--- src/design/ilp_pkg.sv ---
// shared types and constants for the integer literal parser
package ilp_pkg;

  // accumulator width, result width and count width
  localparam int unsigned VALUE_BITS = 32;
  localparam int unsigned OUT_BITS   = 32;
  localparam int unsigned CNT_BITS   = 8;
  localparam int unsigned CHAR_BITS  = 8;
  // width used to sign-extend the accumulator before trimming to the result
  localparam int unsigned EXT_BITS   = 64;

  localparam logic [CNT_BITS-1:0] CNT_MAX = {CNT_BITS{1'b1}};

  // parse phase, one-hot
  typedef enum logic [4:0] {
    PH_IDLE   = 5'b00001,
    PH_FIRST  = 5'b00010,
    PH_SIGNED = 5'b00100,
    PH_ZERO   = 5'b01000,
    PH_DIGITS = 5'b10000
  } phase_e;

  // number base
  typedef enum logic [1:0] {
    RAD_DEC = 2'd0,
    RAD_OCT = 2'd1,
    RAD_HEX = 2'd2
  } radix_e;

  // parser state carried from one character to the next
  typedef struct packed {
    phase_e                  phase;
    radix_e                  radix;
    logic                    neg;
    logic [VALUE_BITS-1:0]   acc;
    logic [CNT_BITS-1:0]     cnt;
  } ilp_state_t;

  // one result transaction
  typedef struct packed {
    logic                       success;
    logic signed [OUT_BITS-1:0] value;
    logic [CNT_BITS-1:0]        consumed;
  } ilp_result_t;

endpackage

--- src/design/ilp_step.sv ---
// per-character next-state and result logic of the parser
module ilp_step (
  input  ilp_pkg::ilp_state_t               state_i,
  input  logic [ilp_pkg::CHAR_BITS-1:0]     char_i,
  input  logic                              start_i,
  output ilp_pkg::ilp_state_t               state_o,
  output logic                              emit_o,
  output ilp_pkg::ilp_result_t              result_o
);

  localparam logic [ilp_pkg::CHAR_BITS-1:0] CH_0      = 8'h30;
  localparam logic [ilp_pkg::CHAR_BITS-1:0] CH_8      = 8'h38;
  localparam logic [ilp_pkg::CHAR_BITS-1:0] CH_9      = 8'h39;
  localparam logic [ilp_pkg::CHAR_BITS-1:0] CH_MINUS  = 8'h2d;
  localparam logic [ilp_pkg::CHAR_BITS-1:0] CH_X_LO   = 8'h78;
  localparam logic [ilp_pkg::CHAR_BITS-1:0] CH_X_UP   = 8'h58;
  localparam logic [ilp_pkg::CHAR_BITS-1:0] CH_A_LO   = 8'h61;
  localparam logic [ilp_pkg::CHAR_BITS-1:0] CH_F_LO   = 8'h66;
  localparam logic [ilp_pkg::CHAR_BITS-1:0] CH_A_UP   = 8'h41;
  localparam logic [ilp_pkg::CHAR_BITS-1:0] CH_F_UP   = 8'h46;
  localparam logic [ilp_pkg::CHAR_BITS-1:0] HEX_LO_OFS = 8'h57;
  localparam logic [ilp_pkg::CHAR_BITS-1:0] HEX_UP_OFS = 8'h37;

  ilp_pkg::ilp_state_t st;
  logic       is_dec, is_lo, is_up;
  logic [3:0] dec_val, lo_val, up_val;
  logic       dig_ok;
  logic [3:0] dig_val;
  logic       dec_ok;
  logic [ilp_pkg::VALUE_BITS-1:0] acc_take;
  logic [ilp_pkg::VALUE_BITS-1:0] acc_dec;
  logic [ilp_pkg::CNT_BITS-1:0]   cnt_inc;
  logic signed [ilp_pkg::VALUE_BITS-1:0] signed_acc;
  logic [ilp_pkg::EXT_BITS-1:0]   wide;

  // character classes
  always_comb begin
    is_dec  = (char_i >= CH_0) && (char_i <= CH_9);
    is_lo   = (char_i >= CH_A_LO) && (char_i <= CH_F_LO);
    is_up   = (char_i >= CH_A_UP) && (char_i <= CH_F_UP);
    dec_val = 4'(char_i - CH_0);
    lo_val  = 4'(char_i - HEX_LO_OFS);
    up_val  = 4'(char_i - HEX_UP_OFS);
  end

  // state after an optional string start
  always_comb begin
    st = state_i;
    if (start_i) begin
      st.phase = ilp_pkg::PH_FIRST;
      st.radix = ilp_pkg::RAD_DEC;
      st.neg   = 1'b0;
      st.acc   = '0;
      st.cnt   = '0;
    end
  end

  // digit decode for the current base (the leading-zero phase is always octal)
  always_comb begin
    unique case (st.radix)
      ilp_pkg::RAD_OCT: begin
        dig_ok  = is_dec && (char_i != CH_8) && (char_i != CH_9);
        dig_val = dec_val;
      end
      ilp_pkg::RAD_HEX: begin
        dig_ok  = is_dec || is_lo || is_up;
        dig_val = is_dec ? dec_val : (is_lo ? lo_val : up_val);
      end
      default: begin
        dig_ok  = is_dec;
        dig_val = dec_val;
      end
    endcase
    dec_ok = is_dec;
  end

  // multiply-accumulate by 8, 10 or 16 with wrap
  always_comb begin
    unique case (st.radix)
      ilp_pkg::RAD_HEX: acc_take = (st.acc << 4) + ilp_pkg::VALUE_BITS'(dig_val);
      ilp_pkg::RAD_OCT: acc_take = (st.acc << 3) + ilp_pkg::VALUE_BITS'(dig_val);
      default:          acc_take = (st.acc << 3) + (st.acc << 1)
                                   + ilp_pkg::VALUE_BITS'(dig_val);
    endcase
    acc_dec = (st.acc << 3) + (st.acc << 1) + ilp_pkg::VALUE_BITS'(dec_val);
    cnt_inc = (st.cnt == ilp_pkg::CNT_MAX) ? st.cnt : st.cnt + 1'b1;
  end

  // result fields, computed from the state before the terminator
  always_comb begin
    signed_acc = st.neg ? signed'(ilp_pkg::VALUE_BITS'(0) - st.acc) : signed'(st.acc);
    wide       = ilp_pkg::EXT_BITS'(signed_acc);
    result_o.success  = (st.cnt != '0);
    result_o.value    = result_o.success ? signed'(wide[ilp_pkg::OUT_BITS-1:0]) : '0;
    result_o.consumed = st.cnt;
  end

  // phase transitions
  always_comb begin
    state_o = st;
    emit_o  = 1'b0;
    unique case (st.phase)
      ilp_pkg::PH_FIRST, ilp_pkg::PH_SIGNED: begin
        if ((st.phase == ilp_pkg::PH_FIRST) && (char_i == CH_MINUS)) begin
          state_o.neg   = 1'b1;
          state_o.cnt   = cnt_inc;
          state_o.phase = ilp_pkg::PH_SIGNED;
        end else if (char_i == CH_0) begin
          state_o.cnt   = cnt_inc;
          state_o.radix = ilp_pkg::RAD_OCT;
          state_o.phase = ilp_pkg::PH_ZERO;
        end else if (dec_ok) begin
          state_o.radix = ilp_pkg::RAD_DEC;
          state_o.acc   = acc_dec;
          state_o.cnt   = cnt_inc;
          state_o.phase = ilp_pkg::PH_DIGITS;
        end else begin
          emit_o        = 1'b1;
          state_o.phase = ilp_pkg::PH_IDLE;
        end
      end
      ilp_pkg::PH_ZERO: begin
        if ((char_i == CH_X_LO) || (char_i == CH_X_UP)) begin
          state_o.cnt   = cnt_inc;
          state_o.radix = ilp_pkg::RAD_HEX;
          state_o.phase = ilp_pkg::PH_DIGITS;
        end else if (dig_ok) begin
          state_o.acc   = acc_take;
          state_o.cnt   = cnt_inc;
          state_o.phase = ilp_pkg::PH_DIGITS;
        end else begin
          emit_o        = 1'b1;
          state_o.phase = ilp_pkg::PH_IDLE;
        end
      end
      ilp_pkg::PH_DIGITS: begin
        if (dig_ok) begin
          state_o.acc = acc_take;
          state_o.cnt = cnt_inc;
        end else begin
          emit_o        = 1'b1;
          state_o.phase = ilp_pkg::PH_IDLE;
        end
      end
      default: begin
        state_o = st;
      end
    endcase
  end

endmodule

--- src/design/integer_literal_parser.sv ---
// top level of the streaming integer literal parser
//
// Usage: characters arrive one per input transaction on char_code_i, with
// starts_string_i high on the first character of each string. An optional
// '-' leads; "0" selects octal and "0x"/"0X" hex, otherwise decimal. The
// first character that is not a digit of the base (NUL included) ends the
// number and yields one output transaction: success_o, value_o (wrapping
// 32-bit, sign applied) and consumed_o (saturating at 255). Characters that
// do not start a string are dropped while no number is open.
// A terminator passes from the input register through the step logic into
// the result register, from which its result is taken. Throughput: one
// character per cycle while the receiver does not stall; the per-character
// update is a single shift-add pass between the input register and the
// parser state register.
// Reset clears the parser state and both valid flags; the block is then
// ready at once. When the receiver stalls, the result holds and the parser
// pauses: one more character can wait in the input register, after which
// in_ready_o stays low until the result is taken.
module integer_literal_parser (
  input  logic                                clk_i,
  input  logic                                rst_ni,
  input  logic                                in_valid_i,
  output logic                                in_ready_o,
  input  logic [ilp_pkg::CHAR_BITS-1:0]       char_code_i,
  input  logic                                starts_string_i,
  output logic                                out_valid_o,
  input  logic                                out_ready_i,
  output logic                                success_o,
  output logic signed [ilp_pkg::OUT_BITS-1:0] value_o,
  output logic [ilp_pkg::CNT_BITS-1:0]        consumed_o
);

  logic                            in_valid_q, in_valid_d;
  logic [ilp_pkg::CHAR_BITS-1:0]   char_q;
  logic                            start_q;
  ilp_pkg::ilp_state_t             state_q, state_d;
  logic                            out_valid_q, out_valid_d;
  ilp_pkg::ilp_result_t            res_q, res_d;
  logic                            fire, emit, in_accept;

  // step the parser whenever a character is held and the result register can take a result
  assign fire       = in_valid_q && (!out_valid_q || out_ready_i);
  assign in_ready_o = !in_valid_q || fire;
  assign in_accept  = in_valid_i && in_ready_o;

  ilp_step u_step (
    .state_i  (state_q),
    .char_i   (char_q),
    .start_i  (start_q),
    .state_o  (state_d),
    .emit_o   (emit),
    .result_o (res_d)
  );

  // valid flags
  always_comb begin
    if (in_accept) begin
      in_valid_d = 1'b1;
    end else if (fire) begin
      in_valid_d = 1'b0;
    end else begin
      in_valid_d = in_valid_q;
    end
    out_valid_d = (fire && emit) || (out_valid_q && !out_ready_i);
  end

  // control registers
  always_ff @(posedge clk_i or negedge rst_ni) begin
    if (!rst_ni) begin
      in_valid_q    <= 1'b0;
      out_valid_q   <= 1'b0;
      state_q.phase <= ilp_pkg::PH_IDLE;
      state_q.radix <= ilp_pkg::RAD_DEC;
      state_q.neg   <= 1'b0;
      state_q.acc   <= '0;
      state_q.cnt   <= '0;
    end else begin
      in_valid_q  <= in_valid_d;
      out_valid_q <= out_valid_d;
      if (fire) begin
        state_q <= state_d;
      end
    end
  end

  // input and result payload registers
  always_ff @(posedge clk_i) begin
    if (in_accept) begin
      char_q  <= char_code_i;
      start_q <= starts_string_i;
    end
    if (fire && emit) begin
      res_q <= res_d;
    end
  end

  assign out_valid_o = out_valid_q;
  assign success_o   = res_q.success;
  assign value_o     = res_q.value;
  assign consumed_o  = res_q.consumed;

endmodule

--- config.mk ---
export PLATFORM = sky130hd
export DESIGN_NAME = integer_literal_parser
export DESIGN_NICKNAME = d
export VERILOG_FILES = /design/src/design/ilp_pkg.sv /design/src/design/ilp_step.sv /design/src/design/integer_literal_parser.sv
export SDC_FILE = /design/constraint.sdc
export NUM_CORES = 1
export LEC_CHECK = 0
export BUFFER_PORTS_ARGS = -buffer_cell sky130_fd_sc_hd__buf_2
export CAP_MARGIN = 10
export CORE_MARGIN = 5
export CORE_UTILIZATION = 50
export CTS_CLUSTER_DIAMETER = 30
export CTS_CLUSTER_SIZE = 10
export DETAILED_ROUTE_END_ITERATION = 12
export PLACE_DENSITY = 0.67
export SLEW_MARGIN = 20
export SYNTH_ARGS = -nofsm -noshare
export SYNTH_HDL_FRONTEND = slang
export SYNTH_SLANG_ARGS = --single-unit
--- constraint.sdc ---
create_clock -name clk_i -period 13.55 [get_ports clk_i]
set_input_delay 1.355 -clock clk_i [delete_from_list [all_inputs] [get_ports clk_i]]
set_output_delay 1.355 -clock clk_i [all_outputs]
set_load 0.005 [all_outputs]
Word-level counts from Yosys, hierarchy flattened:

Index checks and enable logic that the tools add are counted.

* equal/unequal tests: 13
* mux-type cells: 38
* order comparisons: 6
* $add $sub $neg: 10
* reduce and logical (&&, ||, !) cells: 22

Operators by type and width (number)
* adder 32 x 4 -> 32 bit: 4
* 2-to-1 mux 32 bit: 4
* case mux 40 bit (3 select lines): 1
* 2-to-1 mux 40 bit: 2
* case mux 32 bit (2 select lines): 1
* 2-to-1 mux 48 bit: 1
* adder 32 bit: 1
* 2-to-1 mux 8 bit: 4
* subtractor 1 x 32 -> 32 bit, first input constant: 1
* 2-to-1 mux 5 bit: 5
* == test 8 x 6 -> 1 bit, second input constant: 2
* == test 8 x 7 -> 1 bit, second input constant: 2
* >= comparator 8 x 7 -> 1 bit, second input constant: 2
* <= comparator 8 x 7 -> 1 bit, second input constant: 2
* != test 8 x 6 -> 1 bit, second input constant: 2
* case mux 5 bit (3 select lines): 1
* 2-to-1 mux 4 bit: 3
* logical AND 1 bit: 10
* 2-to-1 mux 1 bit: 9
* adder 8 x 1 -> 8 bit, second input constant: 1
* == test 8 bit, second input constant: 1
* >= comparator 8 x 6 -> 1 bit, second input constant: 1
* <= comparator 8 x 6 -> 1 bit, second input constant: 1
* nonzero test 8 bit: 1
* other kinds (17): 27

* input bits: 13
* register bits after elaboration: 100
* logic and storage cells: 101
* output and inout port bits: 43

Longest topological paths before layout:

* word-level depth: 10
* mapped depth: 25
* depth with buffers taken out: 20

By module:

A second synthesis with hierarchy kept.

* cells, all modules: 1295
* area, all modules: 10618.9 µm²

Modules (own cells, without submodules)
* ilp_step: cells an instance 1133, seq. area each 0.0 µm², area each 7150.6 µm², instances 1
* integer_literal_parser: cells an instance 162, seq. area each 2753.9 µm², area each 3468.3 µm², instances 1

Worst setup path before layout:

Ideal clock, no wire load.

* kind: register to register
* start point: register start_q
* end point: register state_q[39] in the netlist's numbering
* buffers on the path: 12
* library setup time: 0.126 ns
* slack: 7.952 ns
* clock period less this slack: 5.598 ns
* stages on the path, launching flop included: 26
* arrival: 5.472 ns
* data required time: 13.424 ns
* path through: edfxtp_1 > buf_6 > buf_6 > buf_6 > buf_2 > buf_2 > buf_2 > buf_2 > buf_2 > buf_1 > buf_1 > clkbuf_1 > nor2_1 > ha_1 > a21oi_1 > a22oi_1 > a211oi_2 > o21ai_0 > a2bb2oi_1 > nand4_2 > or2_2 > buf_2 > nor3_1 > nand2b_1 > xnor2_1 > a221o_1

* word-level cells in the longest chain between the ends: 8
* elaborated cells between the ends (all ways): 23
* those cells by class: add/sub (5); eq/ne (6); mux (10); reduce/logical (2)

Ends and longest elaborated chain
* from (decl): line integer_literal_parser.sv:35 `logic start_q;`
* from (signal assigned): line integer_literal_parser.sv:90 `start_q <= starts_string_i;`
* 2-to-1 mux 48 bit *: line ilp_step.sv:49 `if (start_i) begin`
* branches (longest 6 deep; another with adder 32 bit)
* case mux 40 bit (3 select lines) *: line ilp_step.sv:102 `unique case (st.phase)`
* to (signal assigned): line integer_literal_parser.sv:81 `state_q <= state_d;`
* to (decl): line integer_literal_parser.sv:36 `ilp_pkg::ilp_state_t state_q, state_d;`

Every way passes the cells marked *.
A chain may end at the register's enable or synchronous reset.

Worst setup path in the final report:

* start point: register start_q
* end point: register state_q[37] in the netlist's numbering

The elaborated chain is that of the path after synthesis.

==> results_dict.tcl <==
set metrics [dict create \
    status "complete, no violations" \
    cts.sinks 100 \
    ys.flop_type "edfxtp_1" \
    vias 10300 \
    tightest_slew_ps 1170 \
    seq_power_share_pct 41.0 \
    port_buffers 55 \
    async_flop_share_pct 50.0 \
    finalMaxSlewViolations 0 \
    swShare_pct 39.3 \
    fin_util_pct 53.0 \
    grt_pass1_vias 9778 \
    post_cts_buffers 0 \
    max_cap_violations 0 \
    comb_power_share_pct 34.7 \
    synth-seq-area-share_pct 26.0 \
    nets 1353 \
    crit_fanout 27 \
    n_antenna_cell 0 \
    relSlewSlack_pct 21.7 \
    rrSetupSlack_ps 7370 \
    setup_violations 0 \
    fill_cells 2037 \
    cts_buffer_depth 2 \
    die_w_um 155 \
    io_pins 56 \
    end_kind "flip-flop" \
    synth_cells 1335 \
    cp_data_required_time_ps 13800 \
    hold_viol_final 0 \
    cts_resized 0 \
    startpoint_type "flip-flop" \
    ys_seq_elements 100 \
    seqCellArea_um2 2750 \
    post_drt_wl_per_cell_um 20.4 \
    fin_crit_sh_pct 45.6 \
    place_congestion 0.940 \
    synth.top_cell.area_share_pct 14.2 \
    synth.distinct_cells 111 \
    rsz0062_at_grt "false" \
    power_switching_uw 423 \
    layout-drive-gt1-share_pct 11.2 \
    drc 0 \
    crit_type "flip-flop to flip-flop" \
    max-vdd-ir-drop_v 0.0000956 \
    viasPerCell 6.48 \
    multi_input_area_um2 7190 \
    power_density_nw_per_um2 97.1 \
    overflow 0 \
    antenna_found_initial 0 \
    yosys.area.top_type "edfxtp_1" \
    finalSetupTns_ps 0 \
    die_y_um 155 \
    dpl.hpwl_um 23500 \
    min_period_ps 6180 \
    p_leak_uw 0.00381 \
    synth_edf_count 50 \
    syn_nets 1373 \
    insertion_delay_ps 360 \
    p_int_uw 655 \
    postSynthAreaPerCell_um2 7.92 \
    p_clk_share_pct 24.3 \
    dieArea_um2 24200 \
    yosysWarningCount 0 \
    hp-class "flip-flop to flip-flop" \
    detailedRoute.firstPassIterationCount 5 \
    h-tree-depth 3 \
    drt-initial-drc-count 1043 \
    drt_wl_total_um 32500 \
    yosys-top-cells-count "140 x nor2_1, 139 x nand2_1, 89 x o21ai_0" \
    timing.fmax_ghz 0.162 \
    cts_tree "built" \
    cts_buffers 9 \
    coreArea_um2 21000 \
    clk_pin_slew_ps 70 \
    grt_max_degree 114 \
    yosysMostFrequentCell "nor2_1" \
    clockRootBuffer "clkbuf_16" \
    initial_utilization_pct 50.5 \
    rows 53 \
    cts_hold_buf 0 \
    critPathArrivalTime_ps 6430 \
    gr-usage-all-layers_pct 26.9 \
    clock_skew_ps 10.2 \
    layout-area-overhead-vs-synth_pct 5.06 \
    synth_area_leaders "edfxtp_1 14%, dfrtp_1 12%, xnor2_1 6.9%" \
    ant_nets 0 \
    grt_pass1_wl_um 52900 \
    netlist_area_um2 10600 \
]
-- metrics by stage --
| stage | hold WS, ps | power (µW) | cells | worst slack [ps] | instance area [µm²] |
|---|---|---|---|---|---|
| 2_1_floorplan | 442 | 701 | 1335 | 7950 | 10600 |
| 3_3_place_gp | 455 | 812 | 1579 | 7680 | 10800 |
| 3_5_place_dp | 472 | 817 | 1579 | 7560 | 10800 |
| 4_1_cts | 486 | 1080 | 1595 | 7500 | 11100 |
| 5_1_grt | 526 | 1140 | 1595 | 6650 | 11100 |
| 6_report | 477 | 1080 | 1595 | 7370 | 11100 |
-- power by group through the flow --
stage,combinational [µW],sequential (µW),clock (µW)
finish,374,442,263
global route,412,451,280
CTS,372,441,265
detailed placement,370,447,0
global placement,365,446,0
floorplan,289,412,0
-- routing by layer --
| metal | part of all wire (%) | routed length (µm) | vias up | global-route usage (%) |
|---|---|---|---|---|
| li1 | - | - | 4891 | - |
| met1 | 43 | 14100 | 4982 | 36.2 |
| met2 | 48 | 15500 | 380 | 44.1 |
| met3 | 6.0 | 1950 | 82 | 4.14 |
| met4 | 3.0 | 966 | 0 | 9.25 |
| met5 | 0 | 0 | - | 0 |
-- path summary, 6_finish.rpt --
check | start | end | cells after the start
max | start_q$_DFFE_PP_ | state_q[37]$_DFFE_PN0P_ | 19
min | state_q[3]$_DFFE_PN0P_ | state_q[3]$_DFFE_PN0P_ | 2
max reg2reg | start_q$_DFFE_PP_ | state_q[37]$_DFFE_PN0P_ | 19
min reg2reg | state_q[3]$_DFFE_PN0P_ | state_q[3]$_DFFE_PN0P_ | 2
max in group asynchronous | rst_ni | state_q[3]$_DFFE_PN0P_ | 2
min in group asynchronous | rst_ni | state_q[31]$_DFFE_PN0P_ | 2
-- state kept, by name (all words and copies together), names as in the netlist --
| name | flops |
|---|---|
| out_valid_o | 1 |
| in_valid_q | 1 |
| consumed_o | 8 |
| state_q | 48 |
| value_o | 32 |
| start_q | 1 |
| char_q | 8 |
| success_o | 1 |
-- layout by cell type (no fill, tap or decap), types with 14 or more instances in the layout --
cell / synthesis / layout
ha_1: 24 / 24
nand3_1: 32 / 32
or3_1: 14 / 14
a31oi_1: 16 / 16
xnor2_1: 83 / 83
nand2_1: 139 / 138
buf_2: 29 / 55
nor2_1: 140 / 140
xor2_1: 54 / 54
a22oi_1: 18 / 18
nor4_1: 22 / 22
o22ai_1: 14 / 14
dfrtp_1: 49 / 49
a22o_1: 17 / 17
o21ai_0: 89 / 89
nand4_1: 17 / 17
o211ai_1: 14 / 14
nand2b_1: 16 / 16
inv_1: 36 / 36
a21oi_1: 70 / 70
nor3_1: 36 / 36
edfxtp_1: 50 / 50
nor2b_1: 25 / 25
-- logic make-up after synthesis --
family                     synth area share, %
adders and majority gates                 3.41
muxes                                    0.781
AOI/OAI and AO/OA                         26.4
DFF                                       26.0
xor gates and xnor gates                  11.8
buffers and inverters                     6.02
and+or+nand+nor                           25.6
-- worst max-delay path, cell delays in order, from the launching register on --
cell,delay [ps]
edfxtp_1,450
inv_2,70
buf_4,360
nand2_1,130
inv_1,80
ha_1,750
inv_1,280
nor2_1,350
nand2_1,110
xnor2_1,310
fa_1,290
a21o_1,140
nand2_1,80
nor4_1,820
nand3_1,310
or2_0,560
nor4_1,420
xor2_1,170
a211oi_1,80
a221o_1,280
-- area by class of cell --
class / count / area share [%]
inverters: 37 / 1.25
repair buffers: 69 / 3.54
well taps: 275 / 3.10
clock buffers: 9 / 2.03
clock inverters: 7 / 0.574
multi-input cells: 1098 / 64.7
flip-flops and latches: 100 / 24.8
Power figures use the tool's default switching activity.
